===== config.mk =====
export PLATFORM = sky130hd
export DESIGN_NAME = frame_channel_average_flat
export DESIGN_NICKNAME = d
export VERILOG_FILES = /design/src/hw/rtl/fca_pkg.sv /design/src/hw/rtl/fca_channels.sv /design/src/hw/rtl/frame_channel_average.sv /design/src/flat_wrapper.sv
export SDC_FILE = /design/constraint.sdc
export NUM_CORES = 1
export LEC_CHECK = 0
export BUFFER_PORTS_ARGS = -buffer_cell sky130_fd_sc_hd__clkbuf_2
export CORE_MARGIN = 2
export CORE_UTILIZATION = 42
export DETAILED_ROUTE_END_ITERATION = 10
export HOLD_SLACK_MARGIN = 0.08
export MAX_ROUTING_LAYER = met4
export SETUP_SLACK_MARGIN = 0.2
export SLEW_MARGIN = 10
export SYNTH_ARGS = -nofsm -noshare
export SYNTH_HDL_FRONTEND = slang
export SYNTH_SLANG_ARGS = --single-unit

===== constraint.sdc =====
create_clock -name clk_i -period 14.7 [get_ports clk_i]
set_clock_uncertainty 0.15 [all_clocks]
set_input_delay 2.205 -clock clk_i [delete_from_list [all_inputs] [get_ports clk_i]]
set_output_delay 2.205 -clock clk_i [all_outputs]
set_load 0.02 [all_outputs]

===== src/hw/rtl/fca_pkg.sv =====
// Shared types, widths, register indexes and format codes for the frame channel averager.
// No dependencies; every other file imports this package.
package fca_pkg;

  localparam int DIM_W     = 13;
  localparam int FMT_W     = 2;
  localparam int BYTE_W    = 8;
  localparam int SUM_W     = 32;
  localparam int MEAN_W    = 16;
  localparam int FRAC_BITS = 8;
  localparam int CFG_IDX_W = 2;
  localparam int NUM_CH    = 3;

  typedef logic [FMT_W-1:0] fmt_t;
  typedef logic [1:0]       ch_t;

  localparam logic [CFG_IDX_W-1:0] CFG_FORMAT = 2'd0;
  localparam logic [CFG_IDX_W-1:0] CFG_WIDTH  = 2'd1;
  localparam logic [CFG_IDX_W-1:0] CFG_HEIGHT = 2'd2;

  localparam fmt_t FMT_RGBX   = 2'd0;
  localparam fmt_t FMT_BGRX   = 2'd1;
  localparam fmt_t FMT_YCBYCR = 2'd2;
  localparam fmt_t FMT_CBYCRY = 2'd3;

  localparam ch_t CH_FIRST  = 2'd0;
  localparam ch_t CH_SECOND = 2'd1;
  localparam ch_t CH_THIRD  = 2'd2;
  localparam ch_t CH_NONE   = 2'd3;

  localparam logic [DIM_W-1:0] WIDTH_RESET  = 13'd640;
  localparam logic [DIM_W-1:0] HEIGHT_RESET = 13'd480;

  // Maps the two low bits of the byte column to a channel sum, or to none.
  function automatic ch_t channel_of(fmt_t fmt, logic [1:0] q);
    ch_t ch;
    case (fmt)
      FMT_RGBX: ch = q;
      FMT_BGRX: ch = (q == 2'd3) ? CH_NONE : ch_t'(2'd2 - q);
      FMT_YCBYCR: ch = !q[0] ? CH_FIRST : ((q == 2'd1) ? CH_SECOND : CH_THIRD);
      default: ch = q[0] ? CH_FIRST : ((q == 2'd0) ? CH_SECOND : CH_THIRD);
    endcase
    return ch;
  endfunction

endpackage


===== src/hw/rtl/fca_channels.sv =====
// Valid/ready channel interfaces for pixel byte requests and mean result requests.
// Depends on fca_pkg for the payload widths.
interface fca_pix_if import fca_pkg::*; ();
  logic              valid;
  logic              ready;
  logic [BYTE_W-1:0] pixel_byte;
  logic              start_of_frame;

  modport source (output valid, output pixel_byte, output start_of_frame, input ready);
  modport sink   (input valid, input pixel_byte, input start_of_frame, output ready);
endinterface

interface fca_mean_if import fca_pkg::*; ();
  logic              valid;
  logic              ready;
  logic [MEAN_W-1:0] mean_first;
  logic [MEAN_W-1:0] mean_second;
  logic [MEAN_W-1:0] mean_third;

  modport source (output valid, output mean_first, output mean_second, output mean_third,
                  input ready);
  modport sink   (input valid, input mean_first, input mean_second, input mean_third,
                  output ready);
endinterface


===== src/hw/rtl/frame_channel_average.sv =====
// Top level of the frame channel averager: byte accumulation, sequencer and shared divider.
// Depends on fca_pkg and the channel interfaces in fca_channels.sv.
//
// Channel   Dir  Request content
// pix_i     in   pixel_byte, start_of_frame
// mean_o    out  mean_first, mean_second, mean_third (unsigned Q8.8)
// cfg_*     in   frame_format, frame_width, frame_height writes
//
// A byte that does not end the frame leaves the input ready for the next byte.
// The last byte of a frame holds the input off through one multiply, one add, then a load
// step and a shared 17-step restoring divider once per channel, plus the output load.
// A zero divisor or a saturated mean ends its channel after one divider step, and the output
// load waits while an earlier result is still unaccepted.
// Reset clears counters, sums and the output valid, and restores the configuration defaults.
// The finished result waits in its own register, so bytes are taken while it stalls.
module frame_channel_average import fca_pkg::*; #(
  parameter int MAX_WIDTH  = 4096,
  parameter int MAX_HEIGHT = 4096
) (
  input  logic                 clk_i,
  input  logic                 rst_ni,
  fca_pix_if.sink              pix_i,
  fca_mean_if.source           mean_o,
  input  logic                 cfg_we_i,
  input  logic [CFG_IDX_W-1:0] cfg_idx_i,
  input  logic [DIM_W-1:0]     cfg_data_i
);

  localparam int W_W     = $clog2(MAX_WIDTH + 1);
  localparam int H_W     = $clog2(MAX_HEIGHT + 1);
  localparam int LINES_W = $clog2((MAX_HEIGHT + 1) / 2 + 1);
  localparam int COL_W   = $clog2(4 * MAX_WIDTH);
  localparam int LINE_W  = (MAX_HEIGHT > 1) ? $clog2(MAX_HEIGHT) : 1;
  localparam int BPL_W   = W_W + 2;
  localparam int DIV_W   = W_W + LINES_W;
  localparam int DSH_W   = DIV_W + MEAN_W;
  localparam int NUM_W   = ((SUM_W + FRAC_BITS > DIV_W) ? SUM_W + FRAC_BITS : DIV_W) + 1;
  localparam int CMP_W   = ((NUM_W > DSH_W) ? NUM_W : DSH_W) + 1;
  localparam int CNT_W   = $clog2(MEAN_W + 1);

  localparam logic [2:0] ST_IDLE = 3'd0;
  localparam logic [2:0] ST_MUL  = 3'd1;
  localparam logic [2:0] ST_DY   = 3'd2;
  localparam logic [2:0] ST_LOAD = 3'd3;
  localparam logic [2:0] ST_ITER = 3'd4;
  localparam logic [2:0] ST_OUT  = 3'd5;

  logic [2:0]        state_q, state_d;
  fmt_t              fmt_q;
  logic [DIM_W-1:0]  width_q, height_q;
  logic [COL_W-1:0]  col_q, col_d, col_eff;
  logic [LINE_W-1:0] line_q, line_d, line_eff;
  logic [SUM_W-1:0]  sum_q [NUM_CH];
  logic [SUM_W-1:0]  sum_d [NUM_CH];
  logic [SUM_W-1:0]  sum_base [NUM_CH];
  logic [SUM_W:0]    sum_add [NUM_CH];
  ch_t               ch_q, ch_d;
  logic [CNT_W-1:0]  cnt_q, cnt_d;
  logic              out_valid_q, out_valid_d;

  logic [NUM_W-1:0]  num_q, num_d;
  logic [DSH_W-1:0]  dsh_q, dsh_d;
  logic [MEAN_W-1:0] quo_q, quo_d;
  logic              zero_q, zero_d;
  logic [DIV_W-1:0]  dc_q, dy_q;
  logic [MEAN_W-1:0] mean_q [NUM_CH];
  logic [MEAN_W-1:0] mean_val;
  logic              mean_we;
  logic [MEAN_W-1:0] out_first_q, out_second_q, out_third_q;

  logic [DIM_W:0]     w_ext, h_ext;
  logic [W_W-1:0]     w_c;
  logic [H_W-1:0]     h_c;
  logic [LINES_W-1:0] lines;
  logic [BPL_W-1:0]   bpl;
  logic               acc, sof, line_end, frame_end, take, ge, out_free, ch_done;
  ch_t                ch_in;
  logic [DIV_W-1:0]   div_sel;
  logic [SUM_W-1:0]   sum_sel;

  // Clamped frame geometry.
  always_comb begin
    w_ext = {1'b0, width_q};
    h_ext = {1'b0, height_q};
    if (w_ext == '0) begin
      w_ext = (DIM_W + 1)'(1);
    end else if (w_ext > (DIM_W + 1)'(MAX_WIDTH)) begin
      w_ext = (DIM_W + 1)'(MAX_WIDTH);
    end
    if (h_ext == '0) begin
      h_ext = (DIM_W + 1)'(1);
    end else if (h_ext > (DIM_W + 1)'(MAX_HEIGHT)) begin
      h_ext = (DIM_W + 1)'(MAX_HEIGHT);
    end
    w_c   = w_ext[W_W-1:0];
    h_c   = h_ext[H_W-1:0];
    lines = LINES_W'(((H_W + 1)'(h_c) + (H_W + 1)'(1)) >> 1);
    bpl   = fmt_q[1] ? (BPL_W'(w_c) << 1) : (BPL_W'(w_c) << 2);
  end

  // Byte accumulation.
  assign acc       = pix_i.valid && pix_i.ready;
  assign sof       = pix_i.start_of_frame;
  assign col_eff   = sof ? '0 : col_q;
  assign line_eff  = sof ? '0 : line_q;
  assign ch_in     = channel_of(fmt_q, col_eff[1:0]);
  assign take      = !line_eff[0] && (ch_in != CH_NONE);
  assign line_end  = BPL_W'(col_eff) >= (bpl - BPL_W'(1));
  assign frame_end = line_end && (H_W'(line_eff) >= (h_c - H_W'(1)));
  assign out_free  = !out_valid_q || mean_o.ready;

  always_comb begin
    for (int k = 0; k < NUM_CH; k++) begin
      sum_base[k] = sof ? '0 : sum_q[k];
      sum_add[k]  = {1'b0, sum_base[k]} + (SUM_W + 1)'(pix_i.pixel_byte);
      sum_d[k]    = sum_q[k];
      if (state_q == ST_IDLE && acc) begin
        sum_d[k] = sum_base[k];
        if (take && ch_in == ch_t'(k)) begin
          sum_d[k] = sum_add[k][SUM_W] ? '1 : sum_add[k][SUM_W-1:0];
        end
      end else if (state_q == ST_OUT && out_free) begin
        sum_d[k] = '0;
      end
    end
  end

  always_comb begin
    col_d  = col_q;
    line_d = line_q;
    if (state_q == ST_IDLE && acc) begin
      if (frame_end) begin
        col_d  = '0;
        line_d = '0;
      end else if (line_end) begin
        col_d  = '0;
        line_d = line_eff + LINE_W'(1);
      end else begin
        col_d  = col_eff + COL_W'(1);
        line_d = line_eff;
      end
    end
  end

  // Shared restoring divider and its sequencer.
  assign div_sel = (!fmt_q[1] || ch_q == CH_FIRST) ? dy_q : dc_q;
  assign sum_sel = sum_q[ch_q];
  assign ge      = CMP_W'(num_q) >= CMP_W'(dsh_q);

  always_comb begin
    state_d     = state_q;
    ch_d        = ch_q;
    cnt_d       = cnt_q;
    num_d       = num_q;
    dsh_d       = dsh_q;
    quo_d       = quo_q;
    zero_d      = zero_q;
    mean_we     = 1'b0;
    mean_val    = '0;
    ch_done     = 1'b0;
    out_valid_d = out_valid_q && !mean_o.ready;
    case (state_q)
      ST_IDLE: begin
        if (acc && frame_end) begin
          state_d = ST_MUL;
        end
      end
      ST_MUL: begin
        state_d = ST_DY;
      end
      ST_DY: begin
        ch_d    = CH_FIRST;
        state_d = ST_LOAD;
      end
      ST_LOAD: begin
        num_d   = NUM_W'({sum_sel, {FRAC_BITS{1'b0}}}) + NUM_W'(div_sel >> 1);
        dsh_d   = {div_sel, {MEAN_W{1'b0}}};
        zero_d  = (div_sel == '0);
        cnt_d   = CNT_W'(MEAN_W);
        quo_d   = '0;
        state_d = ST_ITER;
      end
      ST_ITER: begin
        if (cnt_q == CNT_W'(MEAN_W)) begin
          if (zero_q) begin
            mean_we = 1'b1;
            ch_done = 1'b1;
          end else if (ge) begin
            mean_we  = 1'b1;
            mean_val = '1;
            ch_done  = 1'b1;
          end else begin
            dsh_d = dsh_q >> 1;
            cnt_d = cnt_q - CNT_W'(1);
          end
        end else begin
          if (ge) begin
            num_d = NUM_W'(CMP_W'(num_q) - CMP_W'(dsh_q));
          end
          quo_d = {quo_q[MEAN_W-2:0], ge};
          dsh_d = dsh_q >> 1;
          if (cnt_q == '0) begin
            mean_we  = 1'b1;
            mean_val = {quo_q[MEAN_W-2:0], ge};
            ch_done  = 1'b1;
          end else begin
            cnt_d = cnt_q - CNT_W'(1);
          end
        end
        if (ch_done) begin
          if (ch_q == CH_THIRD) begin
            state_d = ST_OUT;
          end else begin
            ch_d    = ch_q + ch_t'(1);
            state_d = ST_LOAD;
          end
        end
      end
      ST_OUT: begin
        if (out_free) begin
          out_valid_d = 1'b1;
          state_d     = ST_IDLE;
        end
      end
      default: begin
        state_d = ST_IDLE;
      end
    endcase
  end

  always_ff @(posedge clk_i or negedge rst_ni) begin
    if (!rst_ni) begin
      state_q     <= ST_IDLE;
      fmt_q       <= FMT_RGBX;
      width_q     <= WIDTH_RESET;
      height_q    <= HEIGHT_RESET;
      col_q       <= '0;
      line_q      <= '0;
      ch_q        <= CH_FIRST;
      cnt_q       <= '0;
      zero_q      <= 1'b0;
      out_valid_q <= 1'b0;
      for (int k = 0; k < NUM_CH; k++) begin
        sum_q[k] <= '0;
      end
    end else begin
      state_q     <= state_d;
      col_q       <= col_d;
      line_q      <= line_d;
      ch_q        <= ch_d;
      cnt_q       <= cnt_d;
      zero_q      <= zero_d;
      out_valid_q <= out_valid_d;
      for (int k = 0; k < NUM_CH; k++) begin
        sum_q[k] <= sum_d[k];
      end
      if (cfg_we_i) begin
        case (cfg_idx_i)
          CFG_FORMAT: fmt_q <= cfg_data_i[FMT_W-1:0];
          CFG_WIDTH:  width_q <= cfg_data_i;
          CFG_HEIGHT: height_q <= cfg_data_i;
          default: ;
        endcase
      end
    end
  end

  always_ff @(posedge clk_i) begin
    num_q <= num_d;
    dsh_q <= dsh_d;
    quo_q <= quo_d;
    if (state_q == ST_MUL) begin
      dc_q <= DIV_W'((W_W - 1)'(w_c >> 1) * lines);
    end
    if (state_q == ST_DY) begin
      dy_q <= {dc_q[DIV_W-2:0], 1'b0} + (w_c[0] ? DIV_W'(lines) : '0);
    end
    if (mean_we) begin
      mean_q[ch_q] <= mean_val;
    end
    if (state_q == ST_OUT && out_free) begin
      out_first_q  <= mean_q[CH_FIRST];
      out_second_q <= mean_q[CH_SECOND];
      out_third_q  <= mean_q[CH_THIRD];
    end
  end

  assign pix_i.ready        = (state_q == ST_IDLE);
  assign mean_o.valid       = out_valid_q;
  assign mean_o.mean_first  = out_first_q;
  assign mean_o.mean_second = out_second_q;
  assign mean_o.mean_third  = out_third_q;

  // The counters restart after the last byte of a frame.
  a_frame_end_clears: assert property (@(posedge clk_i) disable iff (!rst_ni)
    (acc && frame_end) |=> (col_q == '0 && line_q == '0 && state_q == ST_MUL))
    else $error("counters not cleared at frame end");

  // The partial remainder stays below twice the shifted divisor while quotient bits form.
  a_div_bound: assert property (@(posedge clk_i) disable iff (!rst_ni)
    (state_q == ST_ITER && cnt_q != CNT_W'(MEAN_W))
      |-> ((CMP_W + 1)'(num_q) < ((CMP_W + 1)'(dsh_q) << 1)))
    else $error("divider remainder out of range");

  // A new result is only raised by the output step of the sequencer.
  a_result_source: assert property (@(posedge clk_i) disable iff (!rst_ni)
    (!out_valid_q || mean_o.ready) && out_valid_d |-> state_q == ST_OUT)
    else $error("result raised outside the output step");

  // Bytes are refused while a frame result is being computed.
  a_busy_stall: assert property (@(posedge clk_i) disable iff (!rst_ni)
    (state_q == ST_LOAD || state_q == ST_ITER) |-> (!pix_i.ready && !acc))
    else $error("byte accepted during division");

endmodule

===== src/flat_wrapper.sv =====
// flat-port wrapper written by rule: the top's interface ports become plain ports
module frame_channel_average_flat import fca_pkg::*;
#(
  parameter int MAX_WIDTH  = 4096,
  parameter int MAX_HEIGHT = 4096
)
  (clk_i, rst_ni, cfg_we_i, cfg_idx_i, cfg_data_i, pix_i_valid, pix_i_pixel_byte, pix_i_start_of_frame, pix_i_ready, mean_o_valid, mean_o_mean_first, mean_o_mean_second, mean_o_mean_third, mean_o_ready);
  fca_pix_if pix_i_i ();
  fca_mean_if mean_o_i ();
  input  logic clk_i;
  input  logic rst_ni;
  input  logic cfg_we_i;
  input  logic [CFG_IDX_W-1:0] cfg_idx_i;
  input  logic [DIM_W-1:0] cfg_data_i;
  input wire logic [$bits(pix_i_i.valid)-1:0] pix_i_valid;
  input wire logic [$bits(pix_i_i.pixel_byte)-1:0] pix_i_pixel_byte;
  input wire logic [$bits(pix_i_i.start_of_frame)-1:0] pix_i_start_of_frame;
  output wire logic [$bits(pix_i_i.ready)-1:0] pix_i_ready;
  output wire logic [$bits(mean_o_i.valid)-1:0] mean_o_valid;
  output wire logic [$bits(mean_o_i.mean_first)-1:0] mean_o_mean_first;
  output wire logic [$bits(mean_o_i.mean_second)-1:0] mean_o_mean_second;
  output wire logic [$bits(mean_o_i.mean_third)-1:0] mean_o_mean_third;
  input wire logic [$bits(mean_o_i.ready)-1:0] mean_o_ready;
  assign pix_i_i.valid = pix_i_valid;
  assign pix_i_i.pixel_byte = pix_i_pixel_byte;
  assign pix_i_i.start_of_frame = pix_i_start_of_frame;
  assign pix_i_ready = pix_i_i.ready;
  assign mean_o_valid = mean_o_i.valid;
  assign mean_o_mean_first = mean_o_i.mean_first;
  assign mean_o_mean_second = mean_o_i.mean_second;
  assign mean_o_mean_third = mean_o_i.mean_third;
  assign mean_o_i.ready = mean_o_ready;
  frame_channel_average #(.MAX_WIDTH(MAX_WIDTH), .MAX_HEIGHT(MAX_HEIGHT)) u_core (.clk_i(clk_i), .rst_ni(rst_ni), .pix_i(pix_i_i), .mean_o(mean_o_i), .cfg_we_i(cfg_we_i), .cfg_idx_i(cfg_idx_i), .cfg_data_i(cfg_data_i));
endmodule

# Word level (Yosys, flattened, before mapping)
# Memories as Yosys holds them, arrays and structs flattened. A register that Yosys moved wholly into a read port is not among the register bits.
# Index checks and enable logic that the tools add are counted.
# W data, S select, Z words.
[totals] reg_bits=308 input_bits=29 memories=1 elab_cells=176 ram_bits=48 output_inout_bits=50
[memory_table] name="u_core.mean_q" depth=3 width=16 read_ports=3 rd_clocked_by_memory_dff=3 write_ports=1 line_no="frame_channel_average.sv:66" source="logic [MEAN_W-1:0] mean_q [NUM_CH];"
[classes] muxes=72 order_cmp=6 n_bitwise=1 n_reduce_logical=38 n_eq_ne=25 mul=1 n_addsub=14
[op_table] op="$mux W32" n=15
[op_table] op="$mux W41" n=5
[op_table] op="$pmux W41 S2" n=2
[op_table] op="$add A32 B8 Y33" n=3
[op_table] op="$mux W16" n=5
[op_table] op="$bmux W32 S2" n=1
[op_table] op="$mux W13" n=4
[op_table] op="$mux W12" n=4
[op_table] op="$mux W14" n=3
[op_table] op="$add A40 B24 Y41" n=1
[op_table] op="$ge A41 B41 Y1" n=1
[op_table] op="$sub A41 B41 Y41" n=1
[op_table] op="$mux W15" n=2
[op_table] op="$pmux W15 S2" n=1
[op_table] op="$gt A13 B13 Y1 const B" n=2
[op_table] op="$logic_not A13 Y1" n=2
[op_table] op="$add A25 B25 Y25" n=1
[op_table] op="$logic_not A25 Y1" n=1
[op_table] op="$mux W25" n=1
[op_table] op="$mul A12 B12 Y24" n=1
[op_table] op="$mux W5" n=4
[op_table] op="$pmux W3 S6" n=1
[op_table] op="$ge A14 B15 Y1" n=1
[op_table] op="$sub A15 B1 Y15 const B" n=1
[op_table] op="36 further kinds" n=94

# Logic depth before layout (Yosys ltp)
# Gate-level depths: netlist of the first run.
[logic_depth] depth_word=10 depth_mapped=37 ltp_nobuf=34

# Least setup slack after synthesis of the first run
# OpenSTA, ideal clock, no wires.
[synth_timing] path_type="register -> register" from="register u_core.height_q[5]" to="register u_core.dc_q[22] (data pin)" n_path_buf=2 arrival_ps=7854 path_slack_ps=6438 setup_time_ps=258 path_stages_with_launch=34 synth_period_minus_slack_ps=8262 required_time_ps=14292 path_cell_list="dfstp_2 -> clkbuf_1 -> nor4_1 -> nand2b_1 -> nor3_1 -> nand2_1 -> or2_2 -> a21oi_1 -> ha_1 -> nand3_1 -> nor3_1 -> and3_1 -> clkbuf_1 -> nand3_1 -> xnor2_1 -> nor2_1 -> nand2_1 -> fa_1 -> fa_1 -> inv_1 -> fa_1 -> fa_1 -> inv_1 -> fa_1 -> inv_1 -> ha_1 -> or3_1 -> o311a_1 -> o41a_1 -> a41o_1 -> o21ai_0 -> nand2b_1 -> a21oi_1 -> xnor2_1"
[synth_between] elab_chain_cells=5 elab_cells_between_ends=6 cone_classes="add/sub (1); mul (1); order compare (1); mux (2); reduce/logical (1)"
[synth_lines] element="start, declared" line_no="frame_channel_average.sv:50" source="logic [DIM_W-1:0] width_q, height_q;"
[synth_lines] element="start signal, assigned" line_no="frame_channel_average.sv:261" source="CFG_HEIGHT: height_q <= cfg_data_i;"
[synth_lines] element="$gt A13 B13 Y1" line_no="frame_channel_average.sv:92" source="end else if (h_ext > (DIM_W + 1)'(MAX_HEIGHT)) begin"
[synth_lines] element="$mux W13" line_no="frame_channel_average.sv:92"
[synth_lines] element="$mux W13 *" line_no="frame_channel_average.sv:90" source="if (h_ext == '0) begin"
[synth_lines] element="$add A13 B1 Y13 *" line_no="frame_channel_average.sv:97" source="lines = LINES_W'(((H_W + 1)'(h_c) + (H_W + 1)'(1)) >> 1);"
[synth_lines] element="$mul A12 B12 Y24 *" line_no="frame_channel_average.sv:273" source="dc_q <= DIV_W'((W_W - 1)'(w_c >> 1) * lines);"
[synth_lines] element="end signal, assigned" line_no="frame_channel_average.sv:273"
[synth_lines] element="end, declared" line_no="frame_channel_average.sv:65" source="logic [DIV_W-1:0] dc_q, dy_q;"
# Every way passes the cells marked *; elsewhere a longest branch is shown, timed or not.
# A chain may end at the register's enable or synchronous reset.

# Worst setup path in the final report of the first run
[layout_timing] from="register u_core.height_q[5]" to="register u_core.dc_q[23] (data pin)"
# Same word-level chain as after synthesis.

==> results by group, run 1 <==
Run status
  • Status: complete, no violations

Clock tree
  • Post-CTS sizing: 0
  • Worst-Skew Late Latency: 0.62 ns
  • Hold buffers post-CTS: 0
  • CTS tree: yes
  • Max clock buf depth: 3
  • Post-CTS Setup Repair Bufs: 0
  • Cts bufs inserted: 47
  • Clk pin slew, worst setup/hold paths: 0.06 ns
  • H-tree depth: 2
  • Clk root buf: clkbuf_16
  • Clk sinks: 404

Worst setup path
  • CP startpoint kind: flop
  • Required time worst endpoint: 14.89 ns
  • Setup slack, reg-to-reg: 5.79 ns
  • Slowest-stage cell, CP: xor2_1
  • Setup crit end kind: flop
  • Crit path launch: u_core.height_q[5]
  • CP Data Arrival Time: 9.10 ns
  • Worst path most repeated cell: fa_1
  • Slowest stage delay, CP: 0.92 ns
  • Crit path kind: reg2reg
  • Worst reg2reg path startpoint: u_core.height_q[5]
  • Critical path fanouts, max: 13

Synthesis
  • Top cells by area, synth: edfxtp_1 25%, dfrtp_1 13%, ha_1 8.1%, fa_1 7.2%, nand2_1 5.0%
  • Post-synth ARST share: 40.1%
  • Yosys warning count: 0
  • Post-synth top area share: 24.6%
  • Commonest register cell after synthesis: edfxtp_1
  • Synthesized instance count: 3,247
  • Post-synthesis cell type count: 87
  • Dominant cell by count in the synthesized netlist: nand2_1
  • Register area share after synthesis: 38.4%
  • Post-synth top cells: 396 x nand2_1, 281 x nor2_1, 262 x o21ai_0
  • EDFF count, synth: 242
  • Mapped Nets: 3,574
  • Avg Inst Size Synth: 9.10 um2
  • Synth Register Bits: 404
  • Post-Syn Area: 0.0295 mm2
  • Yosys top cell by area: edfxtp_1

STA
  • Final Hold Viols: 0
  • PnR worst setup slack: 5.79 ns
  • RSZ-0062 raised after global routing: false
  • Final period util: 60.6%
  • Worst slew pin tran: 1.16 ns
  • Setup Viol. Count Final: 0
  • Final TNS setup: 0 ns
  • Pins Over Slew Limit: 0
  • Final min period: 8.91 ns
  • Slew headroom: 22.1%
  • Max Freq: 0.112 GHz

Cells and area
  • Final #Nets: 3,582
  • Final Util: 46.4%
  • Fillers: 6,706
  • Synthesis-to-layout area growth: 9.67%
  • Seq. cell area: 0.0113 mm2
  • Multi-input logic area: 0.0167 mm2
  • Finished Layout Cells: 4,234
  • Share of layout cells above drive strength 1: 8.08%

GRT
  • Vias in the first global route: 22,600
  • Largest net degree at the start of global routing: 77
  • Gr usage total: 21.9%
  • First-pass GRT wire length: 125,000 um
  • Initial antenna violation count: 4
  • Gr ovfl total: 0

Floorplanning
  • Core footprint: 0.0698 mm2
  • Ports: 79
  • Initial Utilization: 42.3%
  • Die area: 0.0725 mm2
  • Die width: 269 um
  • Chip Height: 269 um
  • Row count: 97

Route
  • Initial DRC count: 1,627
  • DR WL/cell: 18.3 um
  • Vias: 23,200
  • Vias per std cell: 5.47
  • Overall routed net length: 77,400 um
  • DR DRC count: 0
  • Post-route ant nets: 0
  • First-pass DRT Iterations: 5

Power
  • VDD IR max: 0.105 mV
  • Tot Pwr: 0.00579 W
  • Leakage: 13.6 nW
  • Pwr dens: 179 mW/mm2

Placed design
  • DP HPWL: 56,400 um
  • I/O Buffers: 78
  • Pre-CTS setup slack: 5.79 ns
  • Placed instance count: 4,146
  • RD Place Congestion: 0.894

Worst hold path
  • Worst hold path startpoint: u_core.mean_q[0][7]
  • Worst hold path type: reg2reg

Job
  • Max-cap viol count: 0
critical path: cells and delay by family (launching register included):
family          cells  cell delay, ns
buf+inv             3            0.15
compound gates      8            1.49
xor+xnor            2            0.99
simple gates       10            2.43
flops               1            0.41
fa+ha+maj           7            3.04
final timing paths:
| kind | to | cells past startpoint |
|---|---|---|
| max in group asynchronous | u_core.height_q[10] | 2 |
| setup reg to reg | u_core.dc_q[23] | 30 |
| min in group asynchronous | u_core.sum_q[57] | 1 |
| hold reg to reg | mean_o_mean_first[7] | 0 |
| hold / removal | mean_o_mean_first[7] | 0 |
| setup / recovery | u_core.dc_q[23] | 30 |
cell families after synthesis:
logic type	Yosys count	share of synthesized area (%)
AO/OA/AOI/OAI	751	15.4
XOR/XNOR	143	4.24
adder cells (fa/ha/maj)	298	15.3
buffers and inverters	411	5.30
flip-flops	404	38.4
multiplexers	84	3.02
AND/OR/NAND/NOR	1156	18.4
stage by stage:
step | hold slack [ns] | instance area, um2
2_1_floorplan | 0.250 | 29500
3_3_place_gp | 0.252 | 30800
3_5_place_dp | 0.255 | 30800
4_1_cts | 0.268 | 32400
5_1_grt | 0.268 | 32400
6_report | 0.266 | 32400
per-layer routing:
metal	wire length (um)	GRT usage [%]	share of wire, %	up-vias
met5	0	-	0	-
met4	3130	9.41	4.0	0
met3	4310	3.05	5.6	151
met2	34700	33.4	45	639
met1	35200	29.2	46	11000
li1	-	-	-	11400
cell type report:
cell class	instances	area share, %
flip-flops and latches	404	35.0
multi-input cells	2432	51.5
repair buffers	112	2.01
clock inverters	25	0.885
diodes	2	0.0155
inverters	258	2.99
well taps	940	3.63
clock buffers	61	3.96
placed cells by master, fill, tap and decap left out, drive strengths merged, types with 11 or more instances in the layout:
cell	netlist	final
ha	192	192
nand3	97	97
fa	106	106
a21oi	220	220
inv	257	261
a21boi	14	14
a31oi	48	48
o21bai	11	11
nand2b	49	49
and3	46	46
nand4	28	28
o311ai	11	11
nor3b	11	11
clkbuf	126	138
o31ai	16	16
edfxtp	242	242
dfrtp	156	156
and2	43	43
o21ai	269	269
mux2i	52	52
or3	18	18
mux2	31	31
nand2	396	396
buf	27	35
nor2b	88	88
o21a	15	15
xnor2	93	93
a211oi	19	19
clkinv	1	13
nor4	15	15
o211ai	18	18
a21o	35	35
nor2	282	282
nor3	52	52
xor2	50	50
where the power goes:
part | switching (W) | internal (W)
combinational | 0.00179 | 0.00107
sequential | 0.000173 | 0.00157
clock | 0.000510 | 0.000679
total | 0.00247 | 0.00332
sequential cells by signal, indices dropped and copies added (netlist names), 13 cells and up:
register            cells
mean_o_mean_first      16
mean_o_mean_second     16
mean_o_mean_third      16
u_core.col_q           14
u_core.dc_q            24
u_core.dsh_q           41
u_core.dy_q            25
u_core.height_q        13
u_core.mean_q          48
u_core.num_q           41
u_core.quo_q           15
u_core.sum_q           96
u_core.width_q         13
(Power assumes the default switching activity.)
==> run 2: changes to the inputs <==
==> constraint.sdc (replaced) <==
create_clock -name clk_i -period 8.2 [get_ports clk_i]
set_clock_uncertainty 0.15 [all_clocks]
set_input_delay 1.23 -clock clk_i [delete_from_list [all_inputs] [get_ports clk_i]]
set_output_delay 1.23 -clock clk_i [all_outputs]
set_load 0.02 [all_outputs]
==> results by group, run 2 (synthesis gave the netlist of run 1 again) <==
Power
  • Pwr dens: 322 mW/mm2
  • VDD IR max: 0.165 mV
  • Leakage: 13.8 nW
  • Tot Pwr: 0.0106 W

Cells and area
  • Max FFs per register: 96
  • Synthesis-to-layout area growth: 11.0%
  • Multi-input logic area: 0.0168 mm2
  • Largest Register: u_core.sum_q
  • Seq. cell area: 0.0113 mm2
  • Final #Nets: 3,608
  • Fillers: 6,695
  • Commonest cells after routing, fill and taps aside: 394 x nand2_1, 279 x nor2_1, 259 x o21ai_0, 255 x inv_1, 242 x edfxtp_1
  • Commonest non-fill, non-tap cell in the layout: nand2_1
  • Top Registers: u_core.sum_q x96, u_core.mean_q x48
  • Antenna Cells: 0
  • Share of layout cells above drive strength 1: 9.07%
  • Finished Layout Cells: 4,257
  • Post-route design area: 0.0328 mm2

Placed design
  • DP HPWL: 57,100 um
  • Placed instance count: 4,167
  • I/O Buffers: 78
  • Cell Area, Placed: 0.0310 mm2
  • Pre-CTS setup slack: 0.165 ns
  • RD Place Congestion: 0.931

Worst setup path
  • Worst path most repeated cell: fa_1
  • Crit path kind: reg2reg
  • Required time worst endpoint: 8.38 ns
  • Worst R2R Path Depth: 31
  • Slowest-stage cell, CP: fa_1
  • Critical path fanouts, max: 3
  • CP Data Arrival Time: 7.84 ns
  • CP startpoint kind: flop
  • Slowest stage delay, CP: 0.52 ns
  • Setup crit end kind: flop

GRT
  • Gr usage total: 22.1%
  • First-pass GRT wire length: 126,000 um
  • Initial antenna violation count: 0
  • Vias in the first global route: 22,900
  • Gr ovfl total: 0
  • Largest net degree at the start of global routing: 79

Clock tree
  • Max clock buf depth: 3
  • H-tree depth: 2
  • CTS tree: yes
  • Worst-Skew Late Latency: 0.61 ns
  • Clk sinks: 404
  • Clk pin slew, worst setup/hold paths: 0.06 ns
  • Clk root buf: clkbuf_16
  • Cts bufs inserted: 46

STA
  • Max Freq: 0.131 GHz
  • RSZ-0062 raised after global routing: false
  • Final Hold Viols: 0
  • Final period util: 93.4%
  • Worst slew pin tran: 1.21 ns
  • Final TNS setup: 0 ns
  • Final min period: 7.66 ns
  • Slew headroom: 18.9%
  • PnR worst setup slack: 0.539 ns
  • Pins Over Slew Limit: 0
  • Setup Viol. Count Final: 0

Run status
  • Status: complete, no violations

Floorplanning
  • Ports: 79
  • Initial Utilization: 42.3%
  • Die width: 269 um
  • Die area: 0.0725 mm2
  • Core footprint: 0.0698 mm2
  • Chip Height: 269 um
  • Row count: 97

Route
  • Overall routed net length: 77,800 um
  • Vias per std cell: 5.48
  • Post-route ant nets: 0
  • DR DRC count: 0
  • First-pass DRT Iterations: 7
  • Vias: 23,300
  • DR WL/cell: 18.3 um
  • Initial DRC count: 1,614

Job
  • Max-cap viol count: 0

Worst hold path
  • Cell depth of the worst hold path: 0
  • Worst hold path type: reg2reg
-- run 2: cell count changes in the layout (fill, tap and decap cells not counted), sizes merged --
cell      before  now
buf           35   62
bufinv         3    8
clkinvlp       6    2
clkbuf       138  141
clkinv        13   10
inv          261  258
diode          2    0
-- run 2: what timing repair did --
| item | CTS | global route |
|---|---|---|
| endpoints found under the setup margin | 2 | 5 |
| pin swaps | 0 | 20 |
| gates cloned | 0 | 0 |
| setup buffers | 0 | 6 |
| resized for setup | 2 | 21 |
| hold buffers | 0 | 0 |
-- run 2: worst paths after layout --
path	from	to	slack (ns)
hold / removal	u_core.mean_q[2][3]	mean_o_mean_third[3]	0.26
max in group asynchronous	rst_ni	u_core.ch_q[0]	6.11
min in group asynchronous	rst_ni	u_core.sum_q[59]	0.43
setup / recovery	u_core.height_q[8]	u_core.dc_q[22]	0.54
hold reg to reg	u_core.mean_q[2][3]	mean_o_mean_third[3]	0.26
setup reg to reg	u_core.height_q[8]	u_core.dc_q[22]	0.54
-- run 2: metrics by stage --
step,hold WS [ns],util [%]
floorplan,0.250,-
global placement,0.250,44.4
detailed placement,0.255,44.4
CTS,0.268,46.8
global route,0.271,47.0
finish,0.259,47.0
-- run 2: where the power goes --
group	internal, W	leakage (nW)	switching, W
clock	0.00135	0.786	0.000886
sequential	0.00281	4.36	0.000299
combinational	0.00197	8.67	0.00325
total	0.00613	13.8	0.00443
-- run 2: routing by layer --
| metal | share of wire (%) | vias to the layer above | global-route usage [%] |
|---|---|---|---|
| met1 | 45 | 11200 | 29.5 |
| met3 | 4.9 | 127 | 2.38 |
| met2 | 47 | 608 | 35.6 |
| met4 | 3.0 | 0 | 6.69 |
| met5 | 0 | - | - |
| li1 | - | 11400 | - |
-- run 2: critical path, delay by kind of cell (launching register included) --
family / cells / cell delay [ns]
DFF: 1 / 0.38
and+or+nand+nor: 13 / 2.03
xor gates and xnor gates: 2 / 0.22
buffers and inverters: 3 / 0.15
adders and majority gates: 7 / 2.93
AOI/OAI and AO/OA: 6 / 1.53
-- run 2: area by class of cell --
cell class              count  share of cell area (%)
flip-flops and latches    404                    34.6
inverters                 258                    2.95
clock inverters            20                    1.13
repair buffers            139                    2.63
well taps                 940                    3.59
multi-input cells        2432                    51.3
clock buffers              64                    3.87
